--- src/hw/rtl/bns_pkg.sv ---
// Shared types, codes and note tables for the buzzer note sequencer.
`default_nettype none

package bns_pkg;

  // Notes in each fixed pattern (1 to 8).
  localparam int PATTERN_LEN = 5;
  localparam logic [3:0] PAT_LEN = 4'(PATTERN_LEN);

  // Item function codes.
  localparam logic [1:0] FUNC_TICK  = 2'd0;
  localparam logic [1:0] FUNC_BEEP  = 2'd1;
  localparam logic [1:0] FUNC_ALERT = 2'd2;
  localparam logic [1:0] FUNC_BOOT  = 2'd3;

  // Active sequence codes; they share encoding with the start functions.
  localparam logic [1:0] SEL_NONE  = 2'd0;
  localparam logic [1:0] SEL_BEEP  = 2'd1;
  localparam logic [1:0] SEL_ALERT = 2'd2;
  localparam logic [1:0] SEL_BOOT  = 2'd3;

  // Pattern ROM; entries past the defined notes are silent with zero length.
  localparam logic [15:0] ALERT_FREQ [8] = '{16'd1800, 16'd0, 16'd2400, 16'd0,
                                            16'd3000, 16'd0, 16'd0, 16'd0};
  localparam logic [15:0] ALERT_DUR  [8] = '{16'd70, 16'd40, 16'd90, 16'd40,
                                            16'd110, 16'd0, 16'd0, 16'd0};
  localparam logic [15:0] BOOT_FREQ  [8] = '{16'd880, 16'd0, 16'd1175, 16'd0,
                                            16'd1568, 16'd0, 16'd0, 16'd0};
  localparam logic [15:0] BOOT_DUR   [8] = '{16'd60, 16'd30, 16'd60, 16'd30,
                                            16'd100, 16'd0, 16'd0, 16'd0};

  typedef struct packed {
    logic [1:0]  func;
    logic [31:0] now_ms;
    logic [15:0] note_freq;
    logic [15:0] note_ms;
  } bns_in_t;

  typedef struct packed {
    logic        tone_on;
    logic [15:0] tone_freq;
    logic        seq_active;
    logic [2:0]  note_index;
  } bns_out_t;

endpackage

`default_nettype wire

--- src/hw/rtl/bns_step.sv ---
// Sequencer state and the per-item update logic.
`default_nettype none

module bns_step
  import bns_pkg::*;
(
  input  wire logic     clk,
  input  wire logic     rst_n,
  input  wire logic     step_en,
  input  wire bns_in_t  item,
  output bns_out_t      result
);

  logic [1:0]  sel_r, sel_nxt;
  logic [2:0]  idx_r, idx_nxt;
  logic [31:0] start_r, start_nxt;
  logic        buzz_r, buzz_nxt;
  logic [15:0] bfreq_r, bfreq_nxt;
  logic [15:0] bdur_r, bdur_nxt;
  logic [15:0] drive_r, drive_nxt;

  logic [3:0]  seq_len;
  logic [15:0] cur_dur;
  logic [31:0] elapsed;
  logic [2:0]  idx_inc;
  logic [15:0] next_freq;
  logic [15:0] first_freq;

  // Duration of the note now playing, frequency of the next note and of a start's first note, and elapsed time.
  always_comb begin
    seq_len = (sel_r == SEL_BEEP) ? 4'd1 : PAT_LEN;
    idx_inc = idx_r + 3'd1;
    elapsed = item.now_ms - start_r;
    unique case (sel_r)
      SEL_BEEP:  cur_dur = bdur_r;
      SEL_ALERT: cur_dur = ALERT_DUR[idx_r];
      SEL_BOOT:  cur_dur = BOOT_DUR[idx_r];
      SEL_NONE:  cur_dur = BOOT_DUR[idx_r];
    endcase
    unique case (sel_r)
      SEL_BEEP:  next_freq = bfreq_r;
      SEL_ALERT: next_freq = ALERT_FREQ[idx_inc];
      SEL_BOOT:  next_freq = BOOT_FREQ[idx_inc];
      SEL_NONE:  next_freq = BOOT_FREQ[idx_inc];
    endcase
    unique case (item.func)
      FUNC_BEEP:  first_freq = item.note_freq;
      FUNC_ALERT: first_freq = ALERT_FREQ[0];
      FUNC_BOOT:  first_freq = BOOT_FREQ[0];
      FUNC_TICK:  first_freq = 16'd0;
    endcase
  end

  // Next state: a tick advances or ends the sequence once the note's time is up, a start loads a new one.
  always_comb begin
    sel_nxt   = sel_r;
    idx_nxt   = idx_r;
    start_nxt = start_r;
    buzz_nxt  = buzz_r;
    bfreq_nxt = bfreq_r;
    bdur_nxt  = bdur_r;
    drive_nxt = drive_r;
    if (item.func == FUNC_TICK) begin
      if (sel_r == SEL_NONE || {1'b0, idx_r} >= seq_len) begin
        sel_nxt   = SEL_NONE;
        idx_nxt   = 3'd0;
        buzz_nxt  = 1'b0;
        drive_nxt = 16'd0;
      end else if (elapsed >= {16'd0, cur_dur}) begin
        start_nxt = item.now_ms;
        if (idx_inc == 3'd0 || {1'b0, idx_inc} >= seq_len) begin
          sel_nxt   = SEL_NONE;
          idx_nxt   = 3'd0;
          buzz_nxt  = 1'b0;
          drive_nxt = 16'd0;
        end else begin
          idx_nxt   = idx_inc;
          drive_nxt = next_freq;
          buzz_nxt  = (next_freq != 16'd0);
        end
      end
    end else begin
      if (item.func == FUNC_BEEP) begin
        bfreq_nxt = item.note_freq;
        bdur_nxt  = item.note_ms;
      end
      sel_nxt   = item.func;
      idx_nxt   = 3'd0;
      start_nxt = item.now_ms;
      drive_nxt = first_freq;
      buzz_nxt  = (first_freq != 16'd0);
    end
  end

  // Result reflects the state after this item.
  always_comb begin
    result.tone_on    = buzz_nxt;
    result.tone_freq  = drive_nxt;
    result.seq_active = (sel_nxt != SEL_NONE);
    result.note_index = (sel_nxt != SEL_NONE) ? idx_nxt : 3'd0;
  end

  // State registers update once per processed item.
  always_ff @(posedge clk) begin
    if (!rst_n) begin
      sel_r   <= SEL_NONE;
      idx_r   <= 3'd0;
      start_r <= 32'd0;
      buzz_r  <= 1'b0;
      bfreq_r <= 16'd0;
      bdur_r  <= 16'd0;
      drive_r <= 16'd0;
    end else if (step_en) begin
      sel_r   <= sel_nxt;
      idx_r   <= idx_nxt;
      start_r <= start_nxt;
      buzz_r  <= buzz_nxt;
      bfreq_r <= bfreq_nxt;
      bdur_r  <= bdur_nxt;
      drive_r <= drive_nxt;
    end
  end

endmodule

`default_nettype wire

--- src/hw/rtl/buzzer_note_sequencer.sv ---
// Top level of the buzzer note sequencer: handshakes, input and result registers.
`default_nettype none

// Buzzer note sequencer. Each accepted item is either a millisecond tick or a
// start command (single beep, alert pattern, boot pattern), and each returns
// exactly one item with the tone state after it. The block takes one item per
// clock cycle unless a held result stalls it. An accepted item waits in the
// input register, and its result is then offered from the result register,
// loaded once that register is free or being taken. The rate is set by the state
// update: a 32-bit elapsed-time subtract and compare plus a small pattern table
// lookup. While out_stall is high the result is held and at most one further
// item is taken into the input register.

module buzzer_note_sequencer
  import bns_pkg::*;
(
  input  wire logic     clk,
  input  wire logic     rst_n,
  input  wire logic     in_valid,
  output logic          in_stall,
  input  wire bns_in_t  in_item,
  output logic          out_valid,
  input  wire logic     out_stall,
  output bns_out_t      out_item
);

  logic     in_valid_r;
  bns_in_t  in_item_r;
  logic     out_valid_r;
  bns_out_t out_item_r;
  logic     advance;
  logic     step_en;
  bns_out_t step_result;

  // The pipeline moves when the result register is free or being taken.
  assign advance  = !out_valid_r || !out_stall;
  assign step_en  = in_valid_r && advance;
  assign in_stall = in_valid_r && !advance;

  bns_step u_step (
    .clk     (clk),
    .rst_n   (rst_n),
    .step_en (step_en),
    .item    (in_item_r),
    .result  (step_result)
  );

  // Input register.
  always_ff @(posedge clk) begin
    if (!rst_n) begin
      in_valid_r <= 1'b0;
    end else if (!in_stall) begin
      in_valid_r <= in_valid;
    end
  end

  always_ff @(posedge clk) begin
    if (in_valid && !in_stall) begin
      in_item_r <= in_item;
    end
  end

  // Result register.
  always_ff @(posedge clk) begin
    if (!rst_n) begin
      out_valid_r <= 1'b0;
    end else if (advance) begin
      out_valid_r <= in_valid_r;
    end
  end

  always_ff @(posedge clk) begin
    if (step_en) begin
      out_item_r <= step_result;
    end
  end

  assign out_valid = out_valid_r;
  assign out_item  = out_item_r;

endmodule

`default_nettype wire

--- config.mk ---
export PLATFORM = sky130hd
export DESIGN_NAME = buzzer_note_sequencer
export DESIGN_NICKNAME = d
export VERILOG_FILES = /design/src/hw/rtl/bns_pkg.sv /design/src/hw/rtl/bns_step.sv /design/src/hw/rtl/buzzer_note_sequencer.sv
export SDC_FILE = /design/constraint.sdc
export NUM_CORES = 1
export LEC_CHECK = 0
export BUFFER_PORTS_ARGS = -buffer_cell sky130_fd_sc_hd__buf_2
export CORE_AREA = 2 2 167 169
export CTS_CLUSTER_SIZE = 16
export DETAILED_ROUTE_END_ITERATION = 10
export DIE_AREA = 0 0 169 171
export SLEW_MARGIN = 10
export SYNTH_ARGS = -nofsm -noshare
export SYNTH_HDL_FRONTEND = slang
export SYNTH_SLANG_ARGS = --single-unit
--- constraint.sdc ---
create_clock -name clk -period 9.6 [get_ports clk]
set_input_delay 2.88 -clock clk [delete_from_list [all_inputs] [get_ports clk]]
set_output_delay 2.88 -clock clk [all_outputs]
set_load 0.02 [all_outputs]
=== Word level (Yosys, flattened, before mapping) ===
Memory sizes are Yosys's and may differ from the RTL's.
Index checks and enable logic that the tools add are counted.

* Register bits after elaboration: 175
* Latch bits: 0
* Memory bits (writable): 0
* Memory bits (read-only): 512
* Output and inout bits: 23
* Logic and storage cells: 89
* Memories: 4

* Add/sub/neg operators: 2
* $mul: 0
* Divide/modulo/power cells: 0
* Magnitude comparators: 5
* Eq/ne operators: 8
* Shifts and indexed selects: 0
* Muxes and demuxes: 31
* Bitwise operators: 3
* Reduce and logical (&&, ||, !) cells: 19

{| class="wikitable"
|+ Memories
! memory !! depth !! bits a word !! rd ports !! clocked after memory_dff !! wr ports !! line !! source
|-
| (no name shown) || 8 || 16 || 1 || 0 || 0 || bns_step.sv:36 || <nowiki>SEL_ALERT: cur_dur = ALERT_DUR[idx_r];</nowiki>
|-
| (no name shown) || 8 || 16 || 1 || 0 || 0 || bns_step.sv:43 || <nowiki>SEL_BOOT: next_freq = BOOT_FREQ[idx_inc];</nowiki>
|-
| (no name shown) || 8 || 16 || 1 || 0 || 0 || bns_step.sv:38 || <nowiki>SEL_NONE: cur_dur = BOOT_DUR[idx_r];</nowiki>
|-
| (no name shown) || 8 || 16 || 1 || 0 || 0 || bns_step.sv:42 || <nowiki>SEL_ALERT: next_freq = ALERT_FREQ[idx_inc];</nowiki>
|}

{| class="wikitable"
|+ Operators by type and width
! cell !! count
|-
| 2-to-1 mux 16 bit || 12
|-
| 2-to-1 mux 32 bit || 3
|-
| one-hot mux 16 bit (3 select lines) || 2
|-
| one-hot mux 16 bit (4 select lines) || 1
|-
| greater-or-equal comparator 32 x 16 -> 1 bit || 1
|-
| nonzero test 16 bit || 2
|-
| subtractor 32 bit || 1
|-
| 2-to-1 mux 3 bit || 5
|-
| equality test 2 bit (second input constant) || 4
|-
| greater-or-equal comparator 3 x 4 -> 1 bit || 2
|-
| greater-or-equal comparator 4 bit (second input constant) || 2
|-
| 2-to-1 mux 2 bit || 4
|-
| inverter 3 -> 4 bit || 2
|-
| AND reduction 3 bit || 2
|-
| equality test 2 x 1 -> 1 bit (second input constant) || 2
|-
| logical NOT 1 bit || 4
|-
| logical NOT 2 bit || 2
|-
| 2-to-1 mux 1 bit || 4
|-
| != test 2 bit (second input constant) || 2
|-
| adder 3 x 1 -> 3 bit (second input constant) || 1
|-
| logical AND 1 bit || 3
|-
| logical NOT 3 bit || 1
|-
| logical OR 1 bit || 3
|-
| nonzero test 2 bit || 1
|-
| other kinds (2) || 2
|}

=== Logic depth before layout (Yosys ltp) ===
* Depth after elaboration: 11
* Depth in mapped cells: 21
* Mapped depth without buffers: 19

=== By module ===
A second synthesis with hierarchy kept.

* Cell total of the unflattened synthesis: 1055
* Area, all modules: 9603.0 um2

{| class="wikitable"
|+ By module, submodules not included
! module !! instances !! cells each !! area each (um2) !! sequential area each (um2)
|-
| bns_step || 1 || 960 || 6906.6 || 1721.7
|-
| buzzer_note_sequencer || 1 || 95 || 2696.3 || 2652.5
|}

=== Worst setup path after synthesis ===
OpenSTA, ideal clock, no wires.

* Path kind: input port to flip-flop
* Start: input port out_stall
* End: register in_item_r[0] (netlist bit) (enable)
* Setup time: 497 ps
* Arrival time: 6090 ps
* Data required time: 9103 ps
* Slack: 3013 ps
* Stages on the path: 2
* Path buffers: 0
* Cells stage by stage: and3_1 nor2b_1

* Longest elaborated chain between the ends: 6

{| class="wikitable"
|+ RTL lines
! element !! line !! source
|-
| start, declared || buzzer_note_sequencer.sv:23 || <nowiki>input wire logic out_stall,</nowiki>
|-
| logical NOT 1 bit || buzzer_note_sequencer.sv:36 || <nowiki>assign advance = !out_valid_r || !out_stall;</nowiki>
|-
| logical OR 1 bit || buzzer_note_sequencer.sv:36 ||
|-
| logical NOT 1 bit || buzzer_note_sequencer.sv:38 || <nowiki>assign in_stall = in_valid_r && !advance;</nowiki>
|-
| logical AND 1 bit || buzzer_note_sequencer.sv:38 ||
|-
| logical NOT 1 bit || buzzer_note_sequencer.sv:58 || <nowiki>if (in_valid && !in_stall) begin</nowiki>
|-
| logical AND 1 bit || buzzer_note_sequencer.sv:58 ||
|-
| end signal, assigned || buzzer_note_sequencer.sv:59 || <nowiki>in_item_r <= in_item;</nowiki>
|-
| end, declared || buzzer_note_sequencer.sv:28 || <nowiki>bns_in_t in_item_r;</nowiki>
|}

Every way passes these cells.
A chain may end at the register's enable or synchronous reset.

=== Final worst setup path ===
* Start: input port out_stall
* End: output port in_stall

* Longest elaborated chain between the ends: 4

{| class="wikitable"
|+ RTL lines
! element !! line !! source
|-
| logical NOT 1 bit || buzzer_note_sequencer.sv:36 ||
|-
| logical OR 1 bit || buzzer_note_sequencer.sv:36 ||
|-
| logical NOT 1 bit || buzzer_note_sequencer.sv:38 ||
|-
| logical AND 1 bit || buzzer_note_sequencer.sv:38 ||
|-
| end, declared || buzzer_note_sequencer.sv:20 || <nowiki>output logic in_stall,</nowiki>
|}

Every way passes these cells.

==> impl_metrics.toml <==
[finish]
layout-drive-gt1-share = 0.135
nets = 1198
antenna_cells = 0
final_area_um2 = 10700
synthToLayoutAreaGrowth_pct = 14.0

[worst_setup_path]
crit_type = "input port to primary output"
arrival_ns = 3.41
end_kind = "primary output"
critPathRequiredTime_ns = 6.72
cp-start-kind = "input port"
timing.reg2reg.setup_slack_ns = 4.92
critPathMaxFanout = 3

[clock_tree]
path_clk_slew_ns = 0.06
clkSinkCount = 175
clk_latency_ns = 0.43
cts_tree = "yes"
cts_resized = 0
cts.hold.buffers_added = 0
cts_setup_buffers = 0
htree_levels = 4
numCtsBuffers = 17
cts-root-buf = "clkbuf_16"
clockBufferDepth = 2

[logic_synthesis]
yosysSeqAreaShare = 0.467
syn_inst = 1001
synth_edf_count = 87
synthesis.area_um2 = 9360
avgSynthCellArea_um2 = 9.35
synth-main-ff-cell = "dfxtp_1"
synth_top_area_share = 0.279
synth_cell_types = 68
synth-seq-cells = 175
synth_warnings = 0
synth_area_leader_cell = "edfxtp_1"
ys_async_sr_fraction = 0
syn-num-nets = 1130
synthTopCellsByArea = "edfxtp_1, dfxtp_1, nand2_1"

[sta]
finalClockSkew_ns = 0.0172
relSlewSlack = 0.281
setup_viol = 0
slew_viol_final = 0
post-route-period-util = 0.655
fin_crit_ns = 6.29
fin_ws_ns = 3.31
tightest_slew_ns = 1.08
fin_tns_setup_ns = 0
clock.fmax_mhz = 159
rsz0062_at_grt = "false"
hold_viol = 0

[floorplanning]
core_um2 = 27300
start_util = 0.343
die_y_um = 171
rows = 61
die-area_um2 = 28900
die_x_um = 169
io_pins = 93

[grt]
grt.busiest_layer = "met2"
grtUsageMet2 = 0.250
grt_max_degree = 85
antenna_found_initial = 0
grt_use_met3 = 0.0252
overflow = 0
grt_pass1_wl_um = 34300
use_met1 = 0.193
grt_pass1_vias = 6875
grt_use_total = 0.148

[worst_hold_path]
min_path_type = "register to register"

[place]
portBuffers = 92
dpl.hpwl_um = 15100
pre_cts_slack_ns = 3.30
gp_congestion = 0.843
placed_area_um2 = 10100

[routing]
via_count = 7233
drc_errors = 0
detail-route-antenna-nets = 0
vias_per_cell = 5.07
drt_wl_total_um = 21000
wl_per_cell_um = 14.7
drt_pre_antenna_iters = 5
drt_iter0_markers = 621

[job]
max-cap-violations = 0

[power]
irDropWorstVdd_uv = 97.1
power.leakage_nw = 4.00
finalPower_mw = 1.81
p_per_area_nw_per_um2 = 170

[outcome]
status = "complete, no violations"
[layer usage]
| layer | up-vias | part of all wire |
|---|---|---|
| met4 | 0 | 0.016 |
| met1 | 3365 | 0.47 |
| met3 | 30 | 0.038 |
| met2 | 174 | 0.47 |
| li1 | 3664 | - |
| met5 | - | 0 |
[synth_stat cells (all sizes together), types with 14 or more instances]
cell type	number
a21o	14
a21oi	93
a31oi	16
clkbuf	39
dfxtp	88
edfxtp	87
ha	58
inv	50
mux2i	42
nand2	230
nand2b	16
nor2	32
o21ai	50
xnor2	18
[critical path: stages]
cell and delay, ns:
buf_2 0.10, and3_1 0.24, buf_2 0.19
[state kept, by name, summed over array words and instances, names as in the netlist]
signal,count
out_item,21
u_step.bfreq_r,16
out_valid,1
u_step.start_r,32
in_item_r,66
u_step.bdur_r,16
u_step.idx_r,3
u_step.buzz_r,1
u_step.drive_r,16
u_step.sel_r,2
in_valid_r,1
[area by class of cell]
type	count	area, um2
repair buffers	99	513
clock buffers	20	468
inverters	50	188
clock inverters	12	120
flip-flops and latches	175	4370
multi-input cells	726	4580
well taps	346	433
fillers	2760	16600
[per-stage QoR]
| stage | hold slack [ns] | util | std cells |
|---|---|---|---|
| 2_1_floorplan | 0.432 | - | 1001 |
| 3_3_place_gp | 0.438 | 0.369 | 1396 |
| 3_5_place_dp | 0.444 | 0.369 | 1396 |
| 4_1_cts | 0.454 | 0.391 | 1428 |
| 5_1_grt | 0.472 | 0.391 | 1428 |
| 6_report | 0.454 | 0.391 | 1428 |
[path summary, 6_finish.rpt]
check	startpoint	end	depth (start not counted)
worst min-delay path	u_step.bdur_r[4]	u_step.bdur_r[4]	2
worst max register to register	u_step.idx_r[0]	u_step.start_r[29]	18
worst max-delay path	out_stall	in_stall	3
worst min register to register	u_step.bdur_r[4]	u_step.bdur_r[4]	2
[cell usage in the layout, fill, tap and decap left out, drive strengths merged, types with 5 or more instances in the layout]
cell	instances
clkbuf	20
nand2	230
mux2	11
nand3	13
dfxtp	88
edfxtp	87
inv	56
o21ai	50
or3	7
nand2b	16
and2	8
xnor2	18
a21o	14
nor4	8
nor2b	9
and3	12
clkinv	5
a211oi	11
mux2i	42
nor3	6
ha	58
and4	5
a21oi	93
xor2	10
buf	99
nor2	32
nand4	7
a31oi	16
[where the power goes]
group | leakage [nW] | internal [mW] | switching (mW)
Sequential | 1.56 | 0.825 | 0.0243
Clock | 0.286 | 0.366 | 0.322
Combinational | 2.16 | 0.113 | 0.163
Total | 4.00 | 1.30 | 0.509
[cell families after synthesis]
group / Yosys count / synth area share
compound gates: 225 / 0.150
xor+xnor: 28 / 0.0262
fa+ha+maj: 59 / 0.0796
buf+inv: 100 / 0.0454
flops: 175 / 0.467
mux: 53 / 0.0581
simple gates: 361 / 0.173
No activity file was read; power rests on OpenSTA's default activity.
